$ cat config.mk
export PLATFORM = sky130hd
export DESIGN_NAME = attack_hold_decay_envelope_follower_flat
export DESIGN_NICKNAME = d
export VERILOG_FILES = /design/src/sv/ahd_env_pkg.sv /design/src/sv/ahd_env_ifs.sv /design/src/sv/attack_hold_decay_envelope_follower.sv /design/src/sv/ahd_env_cfg_regs.sv /design/src/sv/ahd_env_core.sv /design/src/flat_wrapper.sv
export SDC_FILE = /design/constraint.sdc
export NUM_CORES = 1
export LEC_CHECK = 0
export ABC_AREA = 0
export BUFFER_PORTS_ARGS = -buffer_cell sky130_fd_sc_hd__buf_2
export CORE_ASPECT_RATIO = 2
export CORE_MARGIN = 2
export CORE_UTILIZATION = 57
export DETAILED_ROUTE_END_ITERATION = 8
export GPL_TIMING_DRIVEN = 0
export PLACE_DENSITY = 0.77
export SYNTH_ARGS = -nofsm -noshare
export SYNTH_HDL_FRONTEND = slang
export SYNTH_HIERARCHICAL = 1
export SYNTH_SLANG_ARGS = --single-unit
$ cat constraint.sdc
create_clock -name clk_i -period 5.9 [get_ports clk_i]
set_input_delay 0.295 -clock clk_i [delete_from_list [all_inputs] [get_ports clk_i]]
set_output_delay 0.295 -clock clk_i [all_outputs]
set_load 0.05 [all_outputs]
$ cat src/sv/ahd_env_pkg.sv
// Shared constants, register codes and types of the envelope follower.
// Depends on nothing; used by the interfaces and every module.
package ahd_env_pkg;

  localparam int unsigned SAMPLE_BITS_DEF = 16;
  localparam int unsigned HOLD_BITS_DEF   = 24;

  localparam int unsigned ENV_BITS      = 32;
  localparam int unsigned OUT_BITS      = 16;
  localparam int unsigned STEP_BITS     = 32;
  localparam int unsigned HOLD_CFG_BITS = 24;
  localparam int unsigned CFG_IDX_BITS  = 2;
  localparam int unsigned CFG_DATA_BITS = 32;

  // 1.0 in unsigned Q1.31, and the same value in the reported upper bits.
  localparam logic [ENV_BITS-1:0] ONE_Q31        = 32'h8000_0000;
  localparam logic [OUT_BITS-1:0] OUT_FULL_SCALE = 16'h8000;

  localparam logic [CFG_IDX_BITS-1:0] REG_ATTACK_STEP  = 2'd0;
  localparam logic [CFG_IDX_BITS-1:0] REG_DECAY_STEP   = 2'd1;
  localparam logic [CFG_IDX_BITS-1:0] REG_HOLD_SAMPLES = 2'd2;

  typedef struct packed {
    logic [STEP_BITS-1:0]     attack_step;
    logic [STEP_BITS-1:0]     decay_step;
    logic [HOLD_CFG_BITS-1:0] hold_samples;
  } ahd_cfg_t;

endpackage

$ cat src/sv/ahd_env_ifs.sv
// Handshake interfaces of the envelope follower: sample in, result out, config write.
// Depends on ahd_env_pkg.
interface ahd_env_in_if import ahd_env_pkg::*; #(
  parameter int unsigned SAMPLE_BITS = SAMPLE_BITS_DEF
) ();
  logic                          valid;
  logic                          ready;
  logic signed [SAMPLE_BITS-1:0] sample;

  modport source (output valid, output sample, input ready);
  modport sink (input valid, input sample, output ready);
endinterface

interface ahd_env_out_if import ahd_env_pkg::*; ();
  logic                valid;
  logic                ready;
  logic [OUT_BITS-1:0] envelope_out;
  logic                holding;

  modport source (output valid, output envelope_out, output holding, input ready);
  modport sink (input valid, input envelope_out, input holding, output ready);
endinterface

interface ahd_env_cfg_if import ahd_env_pkg::*; ();
  logic                     valid;
  logic                     ready;
  logic [CFG_IDX_BITS-1:0]  index;
  logic [CFG_DATA_BITS-1:0] data;

  modport source (output valid, output index, output data, input ready);
  modport sink (input valid, input index, input data, output ready);
endinterface

$ cat src/sv/attack_hold_decay_envelope_follower.sv
// Top level of the attack/hold/decay envelope follower.
// Depends on ahd_env_pkg, ahd_env_ifs, ahd_env_cfg_regs and ahd_env_core.
//
//   port    direction  item carries
//   in_i    sink       sample (signed, SAMPLE_BITS)
//   out_o   source     envelope_out (16), holding (1)
//   cfg_i   sink       index (2), data (32)
//
// One item per cycle is taken while the result is not stalled; each item passes through
// the input register and the result register, with the update logic between them.
// Reset clears the envelope, the hold count, the configuration registers and the pipe.
// A stalled result holds the pipe; the input register still takes one more item if it is empty.
// Configuration writes are taken in every cycle.
module attack_hold_decay_envelope_follower import ahd_env_pkg::*; #(
  parameter int unsigned SAMPLE_BITS = SAMPLE_BITS_DEF,
  parameter int unsigned HOLD_BITS   = HOLD_BITS_DEF
) (
  input  logic          clk_i,
  input  logic          rst_ni,
  ahd_env_in_if.sink    in_i,
  ahd_env_out_if.source out_o,
  ahd_env_cfg_if.sink   cfg_i
);

  ahd_cfg_t cfg;

  ahd_env_cfg_regs u_cfg_regs (
    .clk_i      (clk_i),
    .rst_ni     (rst_ni),
    .wr_valid_i (cfg_i.valid),
    .wr_ready_o (cfg_i.ready),
    .wr_index_i (cfg_i.index),
    .wr_data_i  (cfg_i.data),
    .cfg_o      (cfg)
  );

  ahd_env_core #(
    .SAMPLE_BITS (SAMPLE_BITS),
    .HOLD_BITS   (HOLD_BITS)
  ) u_core (
    .clk_i          (clk_i),
    .rst_ni         (rst_ni),
    .cfg_i          (cfg),
    .in_valid_i     (in_i.valid),
    .in_ready_o     (in_i.ready),
    .in_sample_i    (in_i.sample),
    .out_valid_o    (out_o.valid),
    .out_ready_i    (out_o.ready),
    .out_envelope_o (out_o.envelope_out),
    .out_holding_o  (out_o.holding)
  );

endmodule

$ cat src/sv/ahd_env_cfg_regs.sv
// Configuration registers: attack step, decay step and hold length.
// Depends on ahd_env_pkg.
module ahd_env_cfg_regs import ahd_env_pkg::*; (
  input  logic                     clk_i,
  input  logic                     rst_ni,
  input  logic                     wr_valid_i,
  output logic                     wr_ready_o,
  input  logic [CFG_IDX_BITS-1:0]  wr_index_i,
  input  logic [CFG_DATA_BITS-1:0] wr_data_i,
  output ahd_cfg_t                 cfg_o
);

  ahd_cfg_t cfg_q;

  assign wr_ready_o = 1'b1;
  assign cfg_o      = cfg_q;

  always_ff @(posedge clk_i or negedge rst_ni) begin
    if (!rst_ni) begin
      cfg_q <= '0;
    end else if (wr_valid_i) begin
      case (wr_index_i)
        REG_ATTACK_STEP:  cfg_q.attack_step  <= STEP_BITS'(wr_data_i);
        REG_DECAY_STEP:   cfg_q.decay_step   <= STEP_BITS'(wr_data_i);
        REG_HOLD_SAMPLES: cfg_q.hold_samples <= HOLD_CFG_BITS'(wr_data_i);
        default: begin
          // Writes to unused indexes are dropped.
        end
      endcase
    end
  end

endmodule

$ cat src/sv/ahd_env_core.sv
// Envelope datapath: input register, one stage of update logic, result register.
// Depends on ahd_env_pkg.
module ahd_env_core import ahd_env_pkg::*; #(
  parameter int unsigned SAMPLE_BITS = SAMPLE_BITS_DEF,
  parameter int unsigned HOLD_BITS   = HOLD_BITS_DEF
) (
  input  logic                          clk_i,
  input  logic                          rst_ni,
  input  ahd_cfg_t                      cfg_i,
  input  logic                          in_valid_i,
  output logic                          in_ready_o,
  input  logic signed [SAMPLE_BITS-1:0] in_sample_i,
  output logic                          out_valid_o,
  input  logic                          out_ready_i,
  output logic [OUT_BITS-1:0]           out_envelope_o,
  output logic                          out_holding_o
);

  logic                   s1_valid_q;
  logic [SAMPLE_BITS-1:0] s1_sample_q;
  logic                   out_valid_q;
  logic [OUT_BITS-1:0]    out_env_q;
  logic                   out_hold_q;
  logic [ENV_BITS-1:0]    env_q, env_d, env_c;
  logic [HOLD_BITS-1:0]   hold_q, hold_d;
  logic                   holding_d;
  logic                   advance;
  logic [SAMPLE_BITS-1:0] mag_s;
  logic [ENV_BITS-1:0]    mag;
  logic [ENV_BITS:0]      rise_sum;

  // The whole pipe moves when the result register is free or being emptied.
  assign advance    = !out_valid_q || out_ready_i;
  assign in_ready_o = !s1_valid_q || advance;

  always_ff @(posedge clk_i or negedge rst_ni) begin
    if (!rst_ni) begin
      s1_valid_q <= 1'b0;
    end else if (in_ready_o) begin
      s1_valid_q <= in_valid_i;
    end
  end

  always_ff @(posedge clk_i) begin
    if (in_valid_i && in_ready_o) begin
      s1_sample_q <= $unsigned(in_sample_i);
    end
  end

  // The negation of the most negative sample wraps to the sign bit alone,
  // which is exactly full scale once shifted into Q1.31.
  assign mag_s    = s1_sample_q[SAMPLE_BITS-1] ? (~s1_sample_q + 1'b1) : s1_sample_q;
  assign mag      = {mag_s, {(ENV_BITS-SAMPLE_BITS){1'b0}}};
  assign rise_sum = {1'b0, env_q} + {1'b0, cfg_i.attack_step};

  always_comb begin
    env_d     = env_q;
    hold_d    = hold_q;
    holding_d = 1'b0;
    if (mag > env_q) begin
      if (cfg_i.attack_step == '0) begin
        env_d = mag;
      end else if (rise_sum > {1'b0, mag}) begin
        env_d = mag;
      end else begin
        env_d = rise_sum[ENV_BITS-1:0];
      end
      hold_d = HOLD_BITS'(cfg_i.hold_samples);
    end else if (mag < env_q) begin
      if (cfg_i.hold_samples != '0 && hold_q != '0) begin
        hold_d    = hold_q - 1'b1;
        holding_d = 1'b1;
      end else if (cfg_i.decay_step == '0) begin
        env_d = mag;
      end else if (cfg_i.decay_step >= env_q) begin
        env_d = '0;
      end else begin
        env_d = env_q - cfg_i.decay_step;
      end
    end
    env_c = (env_d > ONE_Q31) ? ONE_Q31 : env_d;
  end

  always_ff @(posedge clk_i or negedge rst_ni) begin
    if (!rst_ni) begin
      out_valid_q <= 1'b0;
      env_q       <= '0;
      hold_q      <= '0;
    end else if (advance) begin
      out_valid_q <= s1_valid_q;
      if (s1_valid_q) begin
        env_q  <= env_c;
        hold_q <= hold_d;
      end
    end
  end

  always_ff @(posedge clk_i) begin
    if (advance && s1_valid_q) begin
      out_env_q  <= env_c[ENV_BITS-1 -: OUT_BITS];
      out_hold_q <= holding_d;
    end
  end

  assign out_valid_o    = out_valid_q;
  assign out_envelope_o = out_env_q;
  assign out_holding_o  = out_hold_q;

endmodule

$ cat src/flat_wrapper.sv
// flat-port wrapper written by rule: the top's interface ports become plain ports
module attack_hold_decay_envelope_follower_flat import ahd_env_pkg::*;
#(
  parameter int unsigned SAMPLE_BITS = SAMPLE_BITS_DEF,
  parameter int unsigned HOLD_BITS   = HOLD_BITS_DEF
)
  (clk_i, rst_ni, in_i_valid, in_i_sample, in_i_ready, out_o_valid, out_o_envelope_out, out_o_holding, out_o_ready, cfg_i_valid, cfg_i_index, cfg_i_data, cfg_i_ready);
  ahd_env_in_if #(.SAMPLE_BITS(SAMPLE_BITS)) in_i_i ();
  ahd_env_out_if out_o_i ();
  ahd_env_cfg_if cfg_i_i ();
  input  logic clk_i;
  input  logic rst_ni;
  input wire logic [$bits(in_i_i.valid)-1:0] in_i_valid;
  input wire logic [$bits(in_i_i.sample)-1:0] in_i_sample;
  output wire logic [$bits(in_i_i.ready)-1:0] in_i_ready;
  output wire logic [$bits(out_o_i.valid)-1:0] out_o_valid;
  output wire logic [$bits(out_o_i.envelope_out)-1:0] out_o_envelope_out;
  output wire logic [$bits(out_o_i.holding)-1:0] out_o_holding;
  input wire logic [$bits(out_o_i.ready)-1:0] out_o_ready;
  input wire logic [$bits(cfg_i_i.valid)-1:0] cfg_i_valid;
  input wire logic [$bits(cfg_i_i.index)-1:0] cfg_i_index;
  input wire logic [$bits(cfg_i_i.data)-1:0] cfg_i_data;
  output wire logic [$bits(cfg_i_i.ready)-1:0] cfg_i_ready;
  assign in_i_i.valid = in_i_valid;
  assign in_i_i.sample = in_i_sample;
  assign in_i_ready = in_i_i.ready;
  assign out_o_valid = out_o_i.valid;
  assign out_o_envelope_out = out_o_i.envelope_out;
  assign out_o_holding = out_o_i.holding;
  assign out_o_i.ready = out_o_ready;
  assign cfg_i_i.valid = cfg_i_valid;
  assign cfg_i_i.index = cfg_i_index;
  assign cfg_i_i.data = cfg_i_data;
  assign cfg_i_ready = cfg_i_i.ready;
  attack_hold_decay_envelope_follower #(.SAMPLE_BITS(SAMPLE_BITS), .HOLD_BITS(HOLD_BITS)) u_core (.clk_i(clk_i), .rst_ni(rst_ni), .in_i(in_i_i), .out_o(out_o_i), .cfg_i(cfg_i_i));
endmodule
==> results of run 1 <==
-- final timing paths --
path | start | endpoint | slack [ps] | depth (start not counted)
worst max-delay path | u_core/u_core/s1_sample_q[0] | u_core/u_core/env_q[0] | -320 | 24
worst min-delay path | in_i_sample[3] | u_core/u_core/s1_sample_q[3] | 10 | 1
worst max register to register | u_core/u_core/s1_sample_q[0] | u_core/u_core/env_q[0] | -320 | 24
worst min register to register | u_core/u_core/s1_valid_q | u_core/u_core/out_valid_o | 510 | 1
max in group asynchronous | rst_ni | u_core/u_core/env_q[10] | 4600 | 3
min in group asynchronous | rst_ni | u_core/u_cfg_regs/cfg_o[20] | 370 | 2
-- final cells by class --
class                      instances  area (um2)
multi-input combinational       1205        9310
fill                            1857        7080
sequential                       179        4670
timing repair buffer             149        1020
clock buffer                      20         478
buffer                            67         434
inverter                          96         360
tap                              287         359
clock inverter                    12         116
antenna                            1        2.50
-- registers in the layout (all words and copies together), names as in the netlist --
signal                        count
u_core/u_core/s1_valid_q          1
u_core/u_core/out_envelope_o     16
u_core/u_cfg_regs/cfg_o          88
u_core/u_core/hold_q             24
u_core/u_core/env_q              32
u_core/u_core/out_valid_o         1
u_core/u_core/out_holding_o       1
u_core/u_core/s1_sample_q        16
-- through the flow --
stage,total power [uW],std cells,TNS (ps)
final,11100,2016,-4730
after CTS,10000,1988,-1300
after detailed placement,8060,1917,-143740
after global placement,7990,1916,-142600
after global routing,11500,2016,-8820
after floorplan,5960,1556,0
-- timing repair --
action | 4_1_cts | 5_1_grt
gates cloned | 1 | 2
resized for setup | 160 | 90
hold buffers | 6 | 0
hold endpoints to repair | 60 | 0
endpoints found under the setup margin | 72 | 72
setup buffers | 41 | 25
pin swaps | 49 | 44
-- power groups by stage --
stage / sequential, uW / clock, uW / combinational [uW]
finish: 2160 / 1150 / 7750
floorplan: 2110 / 0 / 3850
global placement: 2160 / 0 / 5830
CTS: 2140 / 1160 / 6720
global route: 2160 / 1210 / 8130
detailed placement: 2180 / 0 / 5880
-- cells in the final DEF (no fill, tap or decap), drive strengths merged, types with 40 or more instances in the layout --
cell type / Yosys / routed
mux2: 97 / 97
nor2: 109 / 109
dfrtp: 146 / 146
inv: 96 / 100
a21oi: 145 / 145
nor3: 40 / 40
o21ai: 106 / 106
nand2: 120 / 120
buf: 18 / 164
ha: 98 / 98
clkbuf: 58 / 66
-- metal layers --
layer / vias up / share of wire
li1: 6137 / -
met1: 6707 / 0.31
met2: 900 / 0.48
met3: 438 / 0.075
met4: 2 / 0.14
met5: - / 0.00022
-- cell families after synthesis --
| group | count (synthesis) | synth area share |
|---|---|---|
| flip-flops | 179 | 0.338 |
| XOR/XNOR | 63 | 0.0402 |
| AO/OA/AOI/OAI | 467 | 0.218 |
| multiplexers | 104 | 0.0846 |
| adder cells (fa/ha/maj) | 100 | 0.0922 |
| other | 1 | 0.000273 |
| AND/OR/NAND/NOR | 470 | 0.175 |
| buffers and inverters | 172 | 0.0520 |
==> flow_metrics.tcl, run 1 <==
set metrics [dict create \
    fp.dieW_um 114 \
    synth_most_common_cell "dfrtp_1" \
    outcome "finished with violations" \
    fin_crit_sh 1.05 \
    core_mm2 0.0238 \
    vias_per_cell 7.04 \
    synthFlopType "dfrtp_1" \
    violations "setup timing" \
    grt_first_pass_wirelength_mm 87.2 \
    slowest_delay_ps 550 \
    p_per_area_mw_per_mm2 661 \
    path_buf_inv 7 \
    first_pass_iters 5 \
    finalInstanceArea_mm2 0.0167 \
    hp-class "in -> reg" \
    hold_ws_ps 9.61 \
    netlist_instances 1556 \
    vias 14200 \
    critPathSlowestCell "or4_4" \
    crit_required_ps 6280 \
    use_met1 0.443 \
    io_buffers 73 \
    grt_usage 0.473 \
    leakagePower_uw 0.00707 \
    post-route-drc-count 0 \
    antenna_found_initial 3 \
    ios 75 \
    async_flop_share 0.816 \
    wl_per_cell_um 29.6 \
    crit_path_max_fanout 10 \
    worstSetupPathType "reg -> reg" \
    ys_top_cells_by_count "146 x dfrtp_1, 145 x a21oi_1, 120 x nand2_1, 108 x nor2_1, 105 x o21ai_0" \
    cp-end-kind "register" \
    grt_pass1_vias 14100 \
    syn_avg_cell_area_um2 8.83 \
    clkTransAtPathRegs_ps 70 \
    clkPwrFrac 0.104 \
    dieHeight_um 224 \
    ys_seq_area_frac 0.338 \
    clockBufferDepth 2 \
    layout_setup_ws_ps -323 \
    worst_pin_slew_ps 1330 \
    wirelength_mm 59.7 \
    intPower_uw 5230 \
    ant_nets 0 \
    finalMaxSlewViolations 0 \
    cts_buffers 17 \
    p_sw_frac 0.528 \
    comb_power_share 0.701 \
    crit_top_cell "buf_6" \
    grt_busiest_layer "met2" \
    synth_top_cell_by_area "dfrtp_1" \
    synth_fp_nets 1711 \
    cts_root_buf "clkbuf_16" \
    synth_top_area_frac 0.266 \
    final_nets 1870 \
    finalHoldViolations 0 \
    syn_area_mm2 0.0137 \
    relSlewSlack 0.111 \
    hpwlAfterDp_mm 44.7 \
    clk_latency_ps 460 \
    clock_sinks 179 \
    die_area_mm2 0.0254 \
    pre_cts_ws_ps -2590 \
    htree_levels 4 \
    gp_congestion 1.09 \
    cts_tree "done" \
    p_seq_frac 0.195 \
    rsz0062_at_grt "yes" \
    synth-edff-count 33 \
    grt_overflow 0 \
    grt_max_degree 92 \
    arrival_ps 6610 \
    fin_crit_ps 6220 \
    ys_seq_elements 179 \
    p_switching_uw 5840 \
    fmax_mhz 161 \
    ys_warn_count 6 \
    start_util 0.577 \
    rows 80 \
    start_kind "register" \
    vdd_drop_max_uv 434 \
    fin_util 0.703 \
    setup_violations 16 \
    grtUsageMet3 0.120 \
    synth_area_leaders "dfrtp_1 27%, ha_1 8.9%, mux2_2 7.8%, edfxtp_1 7.2%, a21oi_1 5.3%" \
    critPathTopFamily "compound AO/OA/AOI/OAI gates" \
    met2_usage 0.785 \
    drive_gt1_frac 0.269 \
    drt-initial-drc-count 1357 \
    fin_skew_ps 13.1 \
    place_area_mm2 0.0145 \
    path_cells "or4_4 -> or4_4 -> nand2b_4 -> o31ai_4 -> xor2_2 -> inv_1 -> ha_4 -> nand4_1 -> buf_6 -> inv_1 -> a221oi_4 -> o211ai_1 -> buf_4 -> buf_4 -> nor2_2 -> buf_6 -> o211ai_1 -> a211oi_4 -> a31o_4 -> o2111ai_2 -> nor4_2 -> a41oi_2 -> buf_6 -> nor2_1" \
    area_growth_syn_to_layout_pct 21.8 \
    yosys.cell_types.count 86 \
    max_cap_viol_count 0 \
]
No activity file was read; power rests on OpenSTA's default activity.
==> run 2, diff against run 1 <==
--- a/config.mk
+++ b/config.mk
@@ -7,7 +7,7 @@
 export LEC_CHECK = 0
 export ABC_AREA = 0
 export BUFFER_PORTS_ARGS = -buffer_cell sky130_fd_sc_hd__buf_2
-export CORE_ASPECT_RATIO = 2
+export CORE_ASPECT_RATIO = 1.5
 export CORE_MARGIN = 2
 export CORE_UTILIZATION = 57
 export DETAILED_ROUTE_END_ITERATION = 8
==> run 2 against run 1 <==
  * The flow still finishes with violations (setup timing)
  * Clock power is 4% higher
  * Sequential cell count stayed put
  * Core utilization is 1.0 points higher
  * Worst hold slack better by 9.2 ps
  * Cell count is 1.8% higher
  * Clock skew is 0.72 ps higher
  * Via count is 0.70% lower
  * Non-clock buffer count is 5 higher
  * Critical path type unchanged
==> flow_metrics.tcl, run 2 (synthesis results as in run 1) <==
set metrics [dict create \
    fin_crit_sh 1.04 \
    finalMaxSlewViolations 0 \
    ant_nets 0 \
    grt_max_degree 86 \
    grt_pass1_vias 13800 \
    layout_setup_ws_ps -242 \
    fin_skew_ps 13.8 \
    post-route-drc-count 0 \
    ios 75 \
    largest_register_ffs 88 \
    path_buf_inv 3 \
    critPathTopFamily "compound AO/OA/AOI/OAI gates" \
    r2r_cells 25 \
    final_common_cell "a21oi_1" \
    max_cap_viol_count 0 \
    clkTransAtPathRegs_ps 80 \
    hpwlAfterDp_mm 41.7 \
    antenna_found_initial 3 \
    clk_latency_ps 450 \
    violations "setup timing" \
    arrival_ps 6530 \
    r2r_start "u_core/u_cfg_regs/cfg_o[56]" \
    finalInstanceArea_mm2 0.0169 \
    leakagePower_uw 0.00713 \
    place_area_mm2 0.0145 \
    die_area_mm2 0.0254 \
    clockBufferDepth 2 \
    fp.dieW_um 131 \
    area_growth_syn_to_layout_pct 22.7 \
    fin_crit_ps 6140 \
    dp.cells 1949 \
    worstHoldEndpoint "u_core/u_core/s1_sample_q[9]" \
    hp-class "in -> reg" \
    cts_root_buf "clkbuf_16" \
    outcome "finished with violations" \
    drt-initial-drc-count 1302 \
    layout_common_cells "134 x a21oi_1, 128 x dfrtp_1, 119 x nand2_1" \
    crit_path_max_fanout 6 \
    cts_tree "done" \
    gp_congestion 1.08 \
    vdd_drop_max_uv 338 \
    min_from "in_i_sample[9]" \
    rrSetupSlack_ps -240 \
    dieHeight_um 194 \
    final_cells 2053 \
    start_kind "register" \
    first_pass_iters 6 \
    rr_endpoint "u_core/u_core/env_q[1]" \
    slowest_delay_ps 420 \
    io_buffers 73 \
    clock_sinks 179 \
    start_util 0.581 \
    wirelength_mm 56.8 \
    cp-end-kind "register" \
    critPathSlowestCell "dfrtp_1" \
    final_nets 1875 \
    hold_depth 1 \
    vias 14100 \
    grt_overflow 0 \
    p_per_area_mw_per_mm2 675 \
    htree_levels 4 \
    setup_violations 35 \
    vias_per_cell 6.86 \
    wl_per_cell_um 27.7 \
    crit_required_ps 6280 \
    rsz0062_at_grt "yes" \
    drive_gt1_frac 0.274 \
    worstSetupPathType "reg -> reg" \
    core_mm2 0.0237 \
    worst_pin_slew_ps 1360 \
    rows 69 \
    grt_first_pass_wirelength_mm 83.5 \
    relSlewSlack 0.0916 \
    grt_usage 0.451 \
    fmax_mhz 163 \
    finalHoldViolations 0 \
    cts_buffers 17 \
]
-- run 2: cell types whose count changed in the layout (fill, tap and decap cells not counted), moves of 3 or more --
cell,delta
nor2_4,+9
nor2_1,-6
dlygate4sd3_1,-5
ha_1,+4
ha_4,-4
a21oi_2,+3
buf_12,+3
buf_6,+3
clkinv_2,-3
inv_8,+3
nor2_2,-3
-- run 2: routing by layer --
metal	global-route usage	vias to the layer above	share of wire
met5	0	-	0.00048
li1	-	6147	-
met1	0.495	6718	0.34
met3	0.119	342	0.083
met2	0.711	874	0.46
met4	0.386	4	0.11
-- run 2: stage by stage --
stage	power, uW	hold slack [ps]	worst slack [ps]	TNS [ps]	utilization
2_1_floorplan	5960	-0.591	195	0	-
5_1_grt	11900	2.09	-435	-12400	0.713
3_3_place_gp	7840	472	-2310	-122530	0.613
4_1_cts	10300	4.50	-39.4	-350	0.689
3_5_place_dp	7900	324	-2280	-120850	0.615
6_report	11400	18.8	-242	-5380	0.713
-- run 2: how the worst max path moves through the flow --
stage | startpoint | end | slack, ps | depth (start not counted)
3_5_place_dp | u_core/u_core/env_q[11] | u_core/u_core/env_q[8] | -2280 | 26
5_1_grt | u_core/u_core/s1_sample_q[0] | u_core/u_core/env_q[22] | -440 | 24
2_1_floorplan | u_core/u_core/env_q[10] | u_core/u_core/env_q[10] | 190 | 26
6_report | u_core/u_cfg_regs/cfg_o[56] | u_core/u_core/env_q[1] | -240 | 25
3_3_place_gp | u_core/u_core/env_q[11] | u_core/u_core/env_q[16] | -2310 | 26
4_1_cts | u_core/u_cfg_regs/cfg_o[67] | u_core/u_core/env_q[15] | -40 | 26
-- run 2: cell type report --
cell class                 instances  area (um2)
fill                            1885        6790
clock buffer                      19         453
multi-input combinational       1205        9310
sequential                       179        4670
buffer                            68         439
inverter                          96         360
clock inverter                    13         160
timing repair buffer             153        1080
tap                              319         399
antenna                            1        2.50
-- run 2: worst reg2reg max path, cell delays in order, from the launching register on --
cell	delay, ps
dfrtp_1	420
ha_1	240
fa_2	360
a211oi_2	270
o211ai_1	290
and3b_2	400
nor2_4	160
nor3_1	70
a21oi_1	200
xnor2_2	160
ha_1	350
nand4_1	140
nor4_2	310
nand3_1	150
or3_4	370
a2111oi_4	180
o2111a_2	330
a21o_4	240
mux2_4	340
o221a_4	280
buf_8	140
nand3b_1	90
buf_6	160
buf_6	160
o211ai_1	150
nor2_4	110
-- run 2: power breakdown --
part           switching, uW  internal, uW
clock network            573           629
registers                482          1660
logic                   4800          3220
total                   5860          5520
-- run 2: what timing repair did --
| item | in CTS | in global routing |
|---|---|---|
| hold buffers | 1 | 0 |
| gates cloned | 4 | 0 |
| setup endpoints to repair | 72 | 72 |
| pin swaps | 51 | 41 |
| endpoints found under the hold margin | 61 | 0 |
| resized for setup | 166 | 104 |
| buffers inserted | 47 | 27 |
==> run 3, diff against run 2 <==
--- a/config.mk
+++ b/config.mk
@@ -15,5 +15,4 @@
 export PLACE_DENSITY = 0.77
 export SYNTH_ARGS = -nofsm -noshare
 export SYNTH_HDL_FRONTEND = slang
-export SYNTH_HIERARCHICAL = 1
 export SYNTH_SLANG_ARGS = --single-unit
==> run 3 against run 2 <==
  * The run still ends with setup timing left
  * Via count shrank 1.2%
  * Design area shrank 1.6%
  * Worst hold slack lost 6.1 ps
  * Maximum frequency shrank 1.1%
  * Clock power shrank 3%
  * First-iteration DRC count shrank 9.5%
  * Non-clock buffer count shrank 28
  * Critical path depth shrank 3
  * Cell count grew 0.73%
  * Die area grew 1.1%
  * Sequential share of layout area grew 0.46 points
  * Wire length shrank 7.7%
  * Critical endpoint is now u_core.u_core.env_q[1]
  * Largest power group unchanged
==> flow_metrics.tcl, run 3 <==
set metrics [dict create \
    outcome "finished with violations" \
    violations "setup timing" \
    start_kind "register" \
    fin_crit_sh 1.05 \
    clockBufferDepth 2 \
    ys_top_cells_by_count "146 x dfrtp_1, 142 x a21oi_1, 124 x o21ai_0, 121 x nand2_1, 115 x nor2_1" \
    async_flop_share 0.816 \
    yosys.cell_types.count 94 \
    hpwlAfterDp_mm 39.6 \
    fin_util 0.687 \
    drive_gt1_frac 0.259 \
    post-route-drc-count 0 \
    layout_common_cells "129 x a21oi_1, 125 x dfrtp_1, 119 x nand2_1, 119 x o21ai_0, 108 x nor2_1" \
    wl_per_cell_um 25.4 \
    synth_most_common_cell "dfrtp_1" \
    clk_latency_ps 460 \
    rows 70 \
    vias_per_cell 6.73 \
    fmax_mhz 161 \
    vias 13900 \
    first_pass_iters 8 \
    crit_required_ps 6270 \
    crit_path_max_fanout 7 \
    grt_max_degree 100 \
    ys_seq_elements 179 \
    fin_crit_ps 6210 \
    ys_warn_count 0 \
    wirelength_mm 52.4 \
    htree_levels 4 \
    slowest_delay_ps 520 \
    synth_fp_nets 1737 \
    cts_buffers 17 \
    cp-end-kind "register" \
    worstSetupPathType "reg -> reg" \
    worst_pin_slew_ps 1020 \
    clkTransAtPathRegs_ps 80 \
    dp.cells 1980 \
    rsz0062_at_grt "yes" \
    hold_ws_ps 12.7 \
    layout_setup_ws_ps -313 \
    io_buffers 73 \
    finalMaxSlewViolations 0 \
    ys_seq_area_frac 0.334 \
    final_nets 1886 \
    grt_overflow 0 \
    syn_avg_cell_area_um2 8.78 \
    synth-edff-count 33 \
    largest_register_ffs 88 \
    synth_top_cell_by_area "dfrtp_1" \
    cts_root_buf "clkbuf_16" \
    relSlewSlack 0.314 \
    p_per_area_mw_per_mm2 610 \
    final_common_cell "a21oi_1" \
    grt_pass1_vias 13400 \
    antenna_cells 0 \
    ant_nets 0 \
    cts_tree "done" \
    drt-initial-drc-count 1178 \
    syn_area_mm2 0.0139 \
    fp.dieW_um 131 \
    pre_cts_ws_ps -1610 \
    fillers 1975 \
    vdd_drop_max_uv 337 \
    grt_first_pass_wirelength_mm 77.4 \
    synth_top_area_frac 0.263 \
    setup_violations 30 \
    start_util 0.575 \
    finalHoldViolations 0 \
    path_cells "ha_4 -> nand4_1 -> a211oi_2 -> o211a_4 -> o21ai_4 -> a31oi_4 -> buf_4 -> o211ai_1 -> ha_1 -> nand4_1 -> nor4b_2 -> nand2_1 -> a211oi_2 -> o2111ai_2 -> or3_4 -> a21oi_4 -> o221ai_2 -> nor4b_2 -> nand4_1 -> o31a_4 -> buf_4 -> a211oi_2" \
    antenna_found_initial 0 \
    core_mm2 0.0242 \
    leakagePower_uw 0.00681 \
    dieHeight_um 195 \
    final_cells 2068 \
    die_area_mm2 0.0257 \
    synthFlopType "dfrtp_1" \
    area_growth_syn_to_layout_pct 19.5 \
    fin_skew_ps 17.8 \
    netlist_instances 1582 \
    grt_usage 0.399 \
    arrival_ps 6580 \
    synth_area_leaders "dfrtp_1 26%, ha_1 8.8%, edfxtp_1 7.1%, mux2_2 7.1%, a21oi_1 5.1%" \
    ios 75 \
    critPathSlowestCell "dfrtp_1" \
    hp-class "in -> reg" \
    clock_sinks 179 \
    gp_congestion 1.00 \
    max_cap_viol_count 0 \
]
[run 3: changes by cell type in the layout (fill, tap and decap cells not counted), sizes merged, moves of 11 or more]
cell	before	now
a21oi	145	164
o21ai	106	127
buf	172	155
xor2	28	17
o211ai	34	14
or2	2	16
clkbuf	67	54
[run 3: per-layer routing]
metal	vias to the layer above	track usage	routed length, um
met3	266	0.0449	3070
met2	719	0.690	25600
met4	0	0.327	5400
li1	6225	-	-
met1	6711	0.442	18400
met5	-	0	0
[run 3: where the power goes]
part	switching [uW]	internal, uW
Combinational	4220	2620
Clock	594	568
Sequential	465	1660
[run 3: cells by family after synthesis]
kind of cell / share of synthesized area
multiplexers: 0.0749
AND/OR/NAND/NOR: 0.189
AO/OA/AOI/OAI: 0.233
flip-flops: 0.334
buffers and inverters: 0.0458
XOR/XNOR: 0.0315
adder cells (fa/ha/maj): 0.0911
other: 0.000270
[run 3: cell type report]
type	instances	area, um2	share of cell area
Buffer	57	309	0.0186
Clock buffer	17	425	0.0256
Clock inverter	15	165	0.00995
Inverter	95	357	0.0215
Multi-Input combinational cell	1245	9390	0.566
Sequential cell	179	4670	0.281
Tap cell	324	405	0.0244
Timing Repair Buffer	136	875	0.0527
[run 3: through the flow]
stage	total power, uW	setup TNS [ps]	area (um2)
finish	10100	-6400	16600
global route	10600	-6050	16600
CTS	9430	-3180	16000
detailed placement	7690	-80270	14700
global placement	7610	-115150	14700
floorplan	5950	0	13900
[run 3: what timing repair did]
item                                    CTS  global route
setup buffers                            32            30
endpoints found under the hold margin    47             0
pin swaps                                33            21
resized for setup                       102            83
endpoints found under the setup margin   72            66
hold buffers                              1             0
[run 3: worst max-delay path, delay by kind of cell, from the launching register on]
kind,cells,cell delay (ps)
AND/OR/NAND/NOR,7,1750
AO/OA/AOI/OAI,11,2670
flip-flops,1,520
adder cells (fa/ha/maj),2,820
buffers and inverters,2,340
[run 3: path summary, 6_finish.rpt]
| path | start | to | slack, ps | depth (start not counted) |
|---|---|---|---|---|
| max | u_core.u_core.env_q[7] | u_core.u_core.env_q[1] | -310 | 22 |
| min | in_i_sample[8] | u_core.u_core.s1_sample_q[8] | 10 | 1 |
| max reg2reg | u_core.u_core.env_q[7] | u_core.u_core.env_q[1] | -310 | 22 |
| min reg2reg | u_core.u_core.hold_q[23] | u_core.u_core.hold_q[23] | 500 | 2 |
| max in group asynchronous | rst_ni | u_core.u_core.env_q[2] | 4660 | 3 |
| min in group asynchronous | rst_ni | u_core.u_cfg_regs.cfg_o[84] | 340 | 2 |
